[config.mk]
export PLATFORM = sky130hd
export DESIGN_NAME = ggp_ctrl
export DESIGN_NICKNAME = d
export VERILOG_FILES = /design/src/rtl/ggp_pkg.sv /design/src/rtl/ggp_ctrl.sv
export SDC_FILE = /design/constraint.sdc
export NUM_CORES = 1
export LEC_CHECK = 0
export BUFFER_PORTS_ARGS = -buffer_cell sky130_fd_sc_hd__buf_4
export CORE_ASPECT_RATIO = 1.4
export CORE_MARGIN = 5
export CORE_UTILIZATION = 25
export DETAILED_ROUTE_END_ITERATION = 16
export GPL_ROUTABILITY_DRIVEN = 0
export GPL_TIMING_DRIVEN = 0
export PLACE_DENSITY = 0.43
export SLEW_MARGIN = 15
export SYNTH_ARGS = -nofsm -noshare
export SYNTH_HDL_FRONTEND = slang
export SYNTH_SLANG_ARGS = --single-unit
[constraint.sdc]
create_clock -name clk -period 2.7 [get_ports clk]
set_input_delay 0.27 -clock clk [delete_from_list [all_inputs] [get_ports clk]]
set_output_delay 0.27 -clock clk [all_outputs]
set_load 0.02 [all_outputs]
[src/rtl/ggp_pkg.sv]
// ----------------------------------------------------------------------------
// ggp_pkg
// Shared types and constants of the geometric grid partitioner.
// ----------------------------------------------------------------------------
package ggp_pkg;

  localparam int DEF_MAX_POINTS = 1024;
  localparam int DEF_COORD_BITS = 32;
  localparam int DEF_MAX_GROUPS = 16;

  localparam int ROW_W    = 54;
  localparam int COEF_W   = 18;
  localparam int FIELD_W  = 32;
  localparam int WGT_W    = 16;
  localparam int IDX_W    = 10;
  localparam int LBL_W    = 12;
  localparam int GCFG_W   = 5;
  localparam int CFG_IW   = 3;
  localparam int IN_DW    = 128;
  localparam int OUT_DW   = 24;

  localparam logic [ROW_W-1:0] ROW_X_RST = 54'd65536;
  localparam logic [ROW_W-1:0] ROW_Y_RST = 54'd65536 << 18;
  localparam logic [ROW_W-1:0] ROW_Z_RST = 54'd65536 << 36;

  typedef enum logic [CFG_IW-1:0] {
    REG_ROW_X  = 3'd0,
    REG_ROW_Y  = 3'd1,
    REG_ROW_Z  = 3'd2,
    REG_GRP_X  = 3'd3,
    REG_GRP_Y  = 3'd4,
    REG_GRP_Z  = 3'd5,
    REG_USE_W  = 3'd6
  } reg_idx_t;

  typedef enum logic [1:0] {
    AXIS_X = 2'd0,
    AXIS_Y = 2'd1,
    AXIS_Z = 2'd2
  } axis_t;

  typedef enum logic [4:0] {
    PH_IDLE,
    PH_NXT,
    PH_K_ORD,
    PH_K_CRD,
    PH_K_MUL,
    PH_K_SUM,
    PH_S_INI,
    PH_S_LD,
    PH_S_LD2,
    PH_S_RD,
    PH_S_CMP,
    PH_S_PUT,
    PH_D_INIT,
    PH_D_STEP,
    PH_A_ORD,
    PH_A_LAB,
    PH_A_CAP,
    PH_A_ADV,
    PH_A_WR,
    PH_FIN
  } phase_t;

  typedef struct packed {
    phase_t op;
    axis_t  axis;
    logic   accept;
  } ggp_cmd_t;

  typedef struct packed {
    logic rd_pend;
    logic out_valid;
    logic i_end;
    logic n_small;
    logic j_zero;
    logic key_gt;
    logic div_ge;
    logic adv;
    logic ind_end;
  } ggp_stat_t;

endpackage

[src/rtl/ggp_ctrl.sv]
// ----------------------------------------------------------------------------
// ggp_ctrl
// Sequencer: input handshake, key build, insertion sort and group assignment.
// ----------------------------------------------------------------------------
module ggp_ctrl (
  input  logic               clk,
  input  logic               rst_n,
  input  logic               in_tvalid,
  output logic               in_tready,
  input  logic               in_tuser,
  input  logic               in_tlast,
  input  logic               out_tready,
  input  ggp_pkg::ggp_stat_t stat,
  output ggp_pkg::ggp_cmd_t  cmd
);
  import ggp_pkg::*;

  phase_t state_r, state_nxt;
  axis_t  axis_r, axis_nxt;
  logic   accept;

  always_ff @(posedge clk) begin
    if (!rst_n) begin
      state_r <= PH_IDLE;
      axis_r  <= AXIS_X;
    end else begin
      state_r <= state_nxt;
      axis_r  <= axis_nxt;
    end
  end

  always_comb begin
    in_tready  = (state_r == PH_IDLE) && !stat.rd_pend && (!stat.out_valid || out_tready);
    accept     = in_tvalid && in_tready;
    state_nxt  = state_r;
    axis_nxt   = axis_r;
    cmd.op     = state_r;
    cmd.axis   = axis_r;
    cmd.accept = accept;
    unique case (state_r)
      PH_IDLE: begin
        if (accept && !in_tuser && in_tlast) begin
          state_nxt = PH_NXT;
          axis_nxt  = AXIS_X;
        end
      end
      PH_NXT:   state_nxt = PH_K_ORD;
      PH_K_ORD: state_nxt = PH_K_CRD;
      PH_K_CRD: state_nxt = PH_K_MUL;
      PH_K_MUL: state_nxt = PH_K_SUM;
      PH_K_SUM: state_nxt = stat.i_end ? PH_S_INI : PH_K_ORD;
      PH_S_INI: state_nxt = stat.n_small ? PH_D_INIT : PH_S_LD;
      PH_S_LD:  state_nxt = PH_S_LD2;
      PH_S_LD2: state_nxt = PH_S_RD;
      PH_S_RD:  state_nxt = stat.j_zero ? PH_S_PUT : PH_S_CMP;
      PH_S_CMP: state_nxt = stat.key_gt ? PH_S_RD : PH_S_PUT;
      PH_S_PUT: state_nxt = stat.i_end ? PH_D_INIT : PH_S_LD;
      PH_D_INIT: state_nxt = PH_D_STEP;
      PH_D_STEP: begin
        if (!stat.div_ge) begin
          state_nxt = PH_A_ORD;
        end
      end
      PH_A_ORD: state_nxt = PH_A_LAB;
      PH_A_LAB: state_nxt = PH_A_CAP;
      PH_A_CAP: state_nxt = PH_A_ADV;
      PH_A_ADV: begin
        if (!stat.adv) begin
          state_nxt = PH_A_WR;
        end
      end
      PH_A_WR: begin
        if (!stat.ind_end) begin
          state_nxt = PH_A_ORD;
        end else if (axis_r == AXIS_Z) begin
          state_nxt = PH_FIN;
        end else begin
          state_nxt = PH_NXT;
          axis_nxt  = (axis_r == AXIS_X) ? AXIS_Y : AXIS_Z;
        end
      end
      PH_FIN:  state_nxt = PH_IDLE;
      default: state_nxt = PH_IDLE;
    endcase
  end

endmodule

==> After elaboration in Yosys (flattened, before gate mapping) <==
Index checks and enable logic that the tools add are counted.
{ "totals": {"wordCells": 56, "input_bits": 15, "out_inout_bits": 9, "ff_bits": 7} }
{ "op_classes": {"reduce_logical": 14, "n_eq_ne": 24, "mux": 16} }
{ "ops": {"columns": ["cell", "count"], "rows": [
  ["5-bit case mux with 19 select lines", 1],
  ["5-bit by 4-bit == test with 1-bit output (second input constant)", 8],
  ["5-bit two-way mux", 5],
  ["5-bit by 3-bit == test with 1-bit output (second input constant)", 4],
  ["5-bit == test (second input constant)", 3],
  ["5-bit by 2-bit == test with 1-bit output (second input constant)", 2],
  ["2-bit two-way mux", 5],
  ["4-bit two-way mux", 2],
  ["2-bit != test (second input constant)", 4],
  ["5-bit by 1-bit == test with 1-bit output (second input constant)", 1],
  ["1-bit logical AND", 5],
  ["5-bit zero test", 1],
  ["2-bit case mux with 2 select lines", 1],
  ["4-bit AND reduction", 1],
  ["1-bit zero test", 3],
  ["3-bit two-way mux", 1],
  ["3-bit AND reduction", 1],
  ["2-bit == test (second input constant)", 1],
  ["2-bit zero test", 1],
  ["2-bit by 1-bit != test with 1-bit output (second input constant)", 1],
  ["2-bit nonzero test", 1],
  ["1-bit logical OR", 1],
  ["1-bit two-way mux", 1]
]} }

==> Logic depth before layout (Yosys ltp) <==
Gate-level depths: netlist of the first run.
{ "logic_depth": {"depth_word": 8, "ltp_mapped": 6, "ltp_nobuf": 5} }

==> Least setup slack after synthesis of the first run <==
OpenSTA, ideal clock, no wires.
{ "synth_timing": {"path_kind": "flip-flop to output port", "startpoint": "register state_r[0]", "endpoint": "output cmd[0] (netlist name)", "t_arrival_ns": 1.500, "required_time_ns": 2.430, "n_path_buf": 2, "setup_slack_ns": 0.930, "stages_incl_launch_ff": 6, "path_cell_list": "dfxtp_1 > buf_6 > or4_4 > nor2_1 > and3_1 > buf_4"} }
{ "synth_via": {"elab_chain_cells": 4} }
{ "synth_lines": {"columns": ["element", "line", "rtl"], "rows": [
  ["from (decl)", "ggp_ctrl.sv:18", "phase_t state_r, state_nxt;"],
  ["from (signal assigned)", "ggp_ctrl.sv:27", "state_r <= state_nxt;"],
  ["5-bit zero test", "ggp_ctrl.sv:33", "in_tready = (state_r == PH_IDLE) && !stat.rd_pend && (!stat.out_valid || out_tready);"],
  ["1-bit logical AND (2 in series)", "ggp_ctrl.sv:33", null],
  ["1-bit logical AND", "ggp_ctrl.sv:34", "accept = in_tvalid && in_tready;"],
  ["to (decl)", "ggp_ctrl.sv:14", "output ggp_pkg::ggp_cmd_t cmd"]
]} }
Every way passes these cells.

==> Worst setup path after layout of the first run <==
{ "layout_timing": {"startpoint": "register state_r[2]", "endpoint": "output cmd[0] (netlist name)"} }
The elaborated chain is that of the path after synthesis.

==> impl_metrics.csv, run 1 <==
group,metric,value,unit
run_status,status,"finished clean",
die,die_w,50.5,um
detailed_routing,via_per_inst,5.18,
layout,final_util,36.8,%
global_route,met3_usage,4.25,%
hold_path,whs_path_depth,2,
global_route,top_usage_layer,"met2",
power_and_ir_drop,share_comb_of_total_power,57.2,%
layout,fill_cells,249,
global_route,grt_max_degree,11,
detailed_routing,drt-total-wl,1660,um
cts,clock_sinks,7,
place,io_buffers,23,
setup_path,required,2.43,ns
sta,clock_skew,0.0119,ns
global_route,grt.met2_usage,19.4,%
sta,fin_setup_tns,0,ns
power_and_ir_drop,power.share.sequential,25.3,%
sta,slew_headroom,73.8,%
synth,synth_cell_types,32,
cts,cts_tree,"done",
setup_path,rr_worst_depth,5,
sta,clock.fmax,469,MHz
detailed_routing,drtIter0Drc,25,
cts,clk_latency,0.26,ns
cts,hold_buffers,0,
cts,cts_setup_buffers,0,
sta,finalHoldViolCount,0,
cts,htreeDepth,1,
cts,post_cts_resized,0,
synth,seq_area_frac_synth,24.4,%
setup_path,timing.rr.start,"state_r[2]",
setup_path,crit_type,"flop to primary output",
global_route,grt_pass1_wl,3100,um
die,initial_core_util,26.4,%
hold_path,hold_path.class,"primary input to flop",
cts,cts_buffers,3,
die,dieArea,0.00337,mm2
global_route,grt_pass1_vias,675,
global_route,use_met1,13.7,%
detailed_routing,firstDrtPassIters,4,
sta,rsz0062_at_grt,"no",
die,die_h,66.7,um
global_route,grt_antenna_before_repair,0,
setup_path,crit_path_end_kind,"primary output",
setup_path,critPathLaunch,"state_r[2]",
layout,fin_nets,119,
synth,synth_area_per_cell,7.56,um2
sta,setup_viol,0,
detailed_routing,wl_per_cell,13.3,um
die,pin_count,24,
sta,finalCriticalPeriod,2.13,ns
setup_path,r2r-end,"state_r[2]",
setup_path,crit_path_start_kind,"flop",
detailed_routing,drc,0,
detailed_routing,postRouteAntennaNets,0,
sta,worst_pin_slew,0.393,ns
sta,slew_violations,0,
cts,cts.clk_slew.worst_paths,0.05,ns
sta,timing.final.crit_share,78.9,%
power_and_ir_drop,internal-power,0.329,mW
power_and_ir_drop,switching_power,0.233,mW
synth,syn_area,574,um2
cts,root_buffer,"clkbuf_4",
power_and_ir_drop,sw_frac_of_total,41.5,%
synth,ys_warn_count,0,
global_route,track_usage,11.6,%
global_route,grt_overflow,0,
setup_path,cp.arrival,1.86,ns
synth,synth_seq_cells,7,
layout,drive_gt1_share,32.0,%
place,hpwl,1350,um
layout,n_antenna_cell,0,
setup_path,cp_max_fo,9,
setup_path,reg2reg_setup_slack,0.97,ns
power_and_ir_drop,power.density,702,mW/mm2
layout,syn_to_final_growth,39.4,%
power_and_ir_drop,max-vdd-ir-drop,0.297,mV
job,maxCapViolCount,0,
cts,clockBufferDepth,2,
detailed_routing,via_count,648,
synth,synth_cells,76,
synth,syn_nets,91,
die,rows,20,
power_and_ir_drop,p_clk_share,17.5,%
power_and_ir_drop,leakage,0.336,nW
setup_path,crit_end,"cmd[0]",
die,core-area,0.00218,mm2
-- cells by family after synthesis --
group / count (synthesis) / synth area share (%)
buf+inv: 8 / 7.19
flops: 7 / 24.4
simple gates: 40 / 38.8
compound gates: 21 / 29.6
-- power by group through the flow --
| stage | clock (mW) | combinational (mW) | sequential, mW |
|---|---|---|---|
| after detailed placement | 0 | 0.323 | 0.144 |
| final | 0.0983 | 0.321 | 0.142 |
| after global placement | 0 | 0.325 | 0.144 |
| after CTS | 0.104 | 0.325 | 0.142 |
| after global routing | 0.112 | 0.364 | 0.146 |
| after floorplan | 0 | 0.204 | 0.163 |
-- Yosys cell counts, drive strengths merged --
cell type,count,area [um2]
o211a,1,10.0
and2b,1,7.51
o31ai,1,21.3
nor2b,3,18.8
clkbuf,3,11.3
dfxtp,7,140
nor4bb,1,10.0
nor3b,2,15.0
o21bai,1,7.51
inv,3,11.3
a221oi,2,17.5
nor3,5,25.0
a31oi,1,6.26
or2b,1,8.76
nand4b,1,8.76
a41oi,1,8.76
nor4b,1,8.76
and2,1,6.26
or4,1,11.3
o21ai,5,25.0
or2,1,6.26
a21boi,1,7.51
buf,2,18.8
a21oi,6,30.0
and3,2,12.5
nand3b,2,15.0
nor2,11,41.3
a2111oi,1,27.5
nand2,6,22.5
nand3,1,5.00
a32oi,1,8.76
-- layer usage --
metal	vias up	wire [um]
li1	333	-
met1	288	680
met2	27	800
met3	0	178
met4	0	0
met5	-	0
-- worst min-delay path by stage --
| stage | start | to | slack [ns] |
|---|---|---|---|
| 2_1_floorplan | rst_n | axis_r[0] | 0.40 |
| 3_3_place_gp | rst_n | axis_r[0] | 0.53 |
| 3_5_place_dp | rst_n | axis_r[0] | 0.54 |
| 4_1_cts | rst_n | axis_r[0] | 0.27 |
| 5_1_grt | rst_n | axis_r[0] | 0.30 |
| 6_report | rst_n | axis_r[0] | 0.28 |
-- cell usage in the layout, fill, tap and decap left out, drive strengths merged, types with 2 or more instances in the layout --
cell type / count
nand2: 6
a221oi: 2
inv: 3
clkbuf: 7
nor3: 5
nor2: 11
a21oi: 6
nor2b: 3
nor3b: 2
o21ai: 5
nand3b: 2
dfxtp: 7
and3: 2
buf: 25
-- layout make-up --
cell class | count | area (um2) | area share, %
plain buffers | 5 | 30.0 | 3.75
clock buffers | 4 | 26.3 | 3.28
inverters | 3 | 11.3 | 1.41
multi-input cells | 61 | 393 | 49.1
flip-flops and latches | 7 | 140 | 17.5
well taps | 22 | 27.5 | 3.44
repair buffers | 23 | 173 | 21.6
-- metrics by stage --
stage	setup slack (ns)	cells	cell area (um2)	total power, mW	hold slack, ns
floorplan	0.930	76	574	0.367	0.398
global placement	0.832	121	774	0.469	0.534
detailed placement	0.807	121	774	0.467	0.545
global route	0.415	125	801	0.621	0.297
CTS	0.532	125	801	0.571	0.269
finish	0.569	125	801	0.562	0.276
-- critical path: stages, from the launching register on --
cell,delay [ns]
dfxtp_1,0.30
clkbuf_1,0.20
or4_4,0.56
nor2_1,0.16
and3_1,0.17
buf_4,0.09
buf_4,0.12
-- state kept, by name (all words and copies together) (netlist names) --
register  count
state_r       5
axis_r        2
Note: power is estimated with default switching activity, not from simulation.
==> inputs of run 2 (changes only) <==
--- a/config.mk
+++ b/config.mk
@@ -5,6 +5,7 @@
 export SDC_FILE = /design/constraint.sdc
 export NUM_CORES = 1
 export LEC_CHECK = 0
+export ABC_AREA = 1
 export BUFFER_PORTS_ARGS = -buffer_cell sky130_fd_sc_hd__buf_4
 export CORE_ASPECT_RATIO = 1.4
 export CORE_MARGIN = 5
@@ -12,7 +13,7 @@
 export DETAILED_ROUTE_END_ITERATION = 16
 export GPL_ROUTABILITY_DRIVEN = 0
 export GPL_TIMING_DRIVEN = 0
-export PLACE_DENSITY = 0.43
+export PLACE_DENSITY = 0.42
 export SLEW_MARGIN = 15
 export SYNTH_ARGS = -nofsm -noshare
 export SYNTH_HDL_FRONTEND = slang
==> constraint.sdc (replaced) <==
create_clock -name clk -period 2.2 [get_ports clk]
set_input_delay 0.22 -clock clk [delete_from_list [all_inputs] [get_ports clk]]
set_output_delay 0.22 -clock clk [all_outputs]
set_load 0.02 [all_outputs]
==> run 2 against run 1 <==
Compared with the run above: core utilization decreased by 1.5 points; critical endpoint unchanged; largest power group is now sequential cells; critical path type unchanged; sequential share of layout area decreased by 2.5 points; synthesized cell count increased by 54%; first-iteration DRC count decreased by 60%; via count increased by 22%.
==> impl_metrics.csv, run 2 <==
group,metric,value,unit
run_status,status,"finished clean",
die,dieArea,0.00392,mm2
sta,timing.final.crit_share,77.2,%
hold_path,hold_path_startpoint,"rst_n",
place,io_buffers,23,
sta,clock_skew,0.000490,ns
sta,slew_violations,0,
detailed_routing,drt-total-wl,1920,um
layout,mostFrequentLayoutCells,"nand2_1 (26), buf_4 (25), nor2_1 (22), inv_1 (14), nand3_1 (11)",
sta,finalCriticalPeriod,1.70,ns
synth,synth_cells,117,
synth,ys_warn_count,0,
cts,cts_buffers,3,
die,die_h,72.1,um
layout,final_cells,180,
detailed_routing,postRouteAntennaNets,0,
sta,holdWs,0.299,ns
layout,regMostFlops,"state_r",
synth,synth_seq_cells,7,
global_route,grt_pass1_wl,3220,um
setup_path,slowest_stage,"dfxtp_1",
synth,syn_area,689,um2
sta,fin_setup_tns,0,ns
setup_path,crit_path_end_kind,"primary output",
power_and_ir_drop,switching_power,0.0825,mW
synth,synth_commonest_cells,"nand2_1 (26), nor2_1 (22), inv_1 (14)",
cts,cts.clk_slew.worst_paths,0.05,ns
cts,clock_sinks,7,
synth,synth_top_cell_by_area,"dfxtp_1",
sta,slew_headroom,78.1,%
setup_path,critical_path_buf_inv_count,2,
synth,synthAdderAreaFrac,0,%
synth,synth_area_per_cell,5.89,um2
setup_path,required,1.98,ns
die,die_w,54.4,um
synth,synth_xor_area_share,0,%
cts,root_buffer,"clkbuf_4",
cts,htreeDepth,1,
sta,clock.fmax,589,MHz
detailed_routing,drc,0,
synth,synthArstFlopShare,0,%
synth,synth_edf_count,0,
setup_path,path_delay_family,"simple AND/OR/NAND/NOR gates",
job,maxCapViolCount,0,
power_and_ir_drop,sw_frac_of_total,26.0,%
synth,synth-main-ff-cell,"dfxtp_1",
global_route,grt_antenna_before_repair,0,
sta,rsz0062_at_grt,"no",
layout,top_regs,"state_r: 5 flops, axis_r: 2 flops",
setup_path,crit_type,"flop to primary output",
detailed_routing,wl_per_cell,10.7,um
global_route,grt_max_degree,10,
setup_path,cp.arrival,1.48,ns
power_and_ir_drop,p_clk_share,35.4,%
setup_path,slowest_delay,0.37,ns
layout,layout_commonest_cell,"nand2_1",
place,dpl.cell_count,176,
cts,cts_setup_buffers,0,
synth,synthTopCellsByArea,"dfxtp_1 (20%), nand2_1 (14%), nor2_1 (12%)",
hold_path,hold_path.class,"primary input to flop",
layout,drive_gt1_share,29.9,%
die,rows,22,
detailed_routing,via_count,790,
synth,syn_nets,132,
synth,synth-compound-area-share,13.2,%
synth,yosysTopAreaCellShare,20.3,%
synth,synthMuxAreaShare,0,%
power_and_ir_drop,power.density,340,mW/mm2
synth,yosysMostFrequentCell,"nand2_1",
global_route,grt_pass1_vias,752,
setup_path,crit_path_cell_trace,"nor2_4 -> nand3_4 -> nor3b_1 -> buf_4 -> buf_4",
power_and_ir_drop,leakage,0.454,nW
setup_path,cp_max_fo,7,
die,pin_count,24,
layout,largest_reg_flops,5,
synth,seq_area_frac_synth,20.3,%
power_and_ir_drop,internal-power,0.234,mW
cts,post_cts_resized,0,
cts,hold_buffers,0,
power_and_ir_drop,power.share.sequential,42.0,%
cts,cts_tree,"done",
layout,fin_nets,160,
cts,clockBufferDepth,2,
detailed_routing,drtIter0Drc,10,
detailed_routing,firstDrtPassIters,4,
sta,setup_viol,0,
global_route,grt_overflow,0,
layout,syn_to_final_growth,35.4,%
detailed_routing,via_per_inst,4.39,
place,hpwl,1650,um
synth,synthSimpleGateAreaFrac,53.7,%
setup_path,timing.rr.start,"state_r[1]",
synth,synth_top_family_by_area,"simple AND/OR/NAND/NOR gates",
cts,clk_latency,0.24,ns
power_and_ir_drop,share_comb_of_total_power,22.6,%
global_route,track_usage,11.0,%
setup_path,cpMostUsedCell,"buf_4",
die,core-area,0.00264,mm2
synth,synth_cell_types,25,
layout,n_antenna_cell,0,
setup_path,crit_path_start_kind,"flop",
sta,worst_pin_slew,0.328,ns
power_and_ir_drop,max-vdd-ir-drop,0.323,mV
die,initial_core_util,26.1,%
sta,finalHoldViolCount,0,
setup_path,critPathLaunch,"state_r[2]",
[run 2: layout make-up]
type	count	area, um2
repair buffers	23	173
fillers	314	1710
well taps	36	45.0
multi-input cells	89	462
flip-flops and latches	7	140
inverters	18	67.6
plain buffers	3	20.0
clock buffers	4	26.3
[run 2: layer usage]
layer	GRT usage [%]	share of wire, %	vias to the layer above
met1	12.6	40	337
met3	3.08	5.9	0
met5	0	0	-
met4	1.66	0	0
met2	19.8	54	25
li1	-	-	428
[run 2: metrics by stage]
| step | util (%) | cell area (um2) | setup slack (ns) | power, mW |
|---|---|---|---|---|
| 3_3_place_gp | 34.3 | 907 | 0.746 | 0.208 |
| 2_1_floorplan | - | 689 | 0.812 | 0.173 |
| 4_1_cts | 35.3 | 933 | 0.465 | 0.325 |
| 5_1_grt | 35.3 | 933 | 0.373 | 0.344 |
| 3_5_place_dp | 34.3 | 907 | 0.740 | 0.208 |
| 6_report | 35.3 | 933 | 0.501 | 0.317 |
[run 2: cells by family (layout without fill, tap and decap cells)]
group	Yosys count	in the layout
AOI/OAI and AO/OA	13	13
buffers and inverters	21	48
DFF	7	7
and+or+nand+nor	76	76
[run 2: worst paths after layout]
path / end / slack, ns / cells past startpoint
hold / removal: state_r[4] / 0.30 / 3
hold reg to reg: axis_r[0] / 0.61 / 4
setup reg to reg: state_r[0] / 0.79 / 8
setup / recovery: cmd[0] / 0.50 / 5
[run 2: worst register-to-register path: stages, from the launching register on]
cell,delay (ns)
dfxtp_1,0.51
nand2_1,0.13
nor2_2,0.21
nand3_1,0.10
nand2_1,0.10
nor2_1,0.05
nand2_1,0.06
nand2_1,0.05
a21oi_1,0.13
[run 2: power groups by stage]
stage               Combinational (mW)  Clock (mW)  Sequential, mW
CTS                             0.0730       0.119           0.133
global route                    0.0806       0.130           0.133
floorplan                       0.0339           0           0.139
detailed placement              0.0727           0           0.136
global placement                0.0718           0           0.136
finish                          0.0715       0.112           0.133
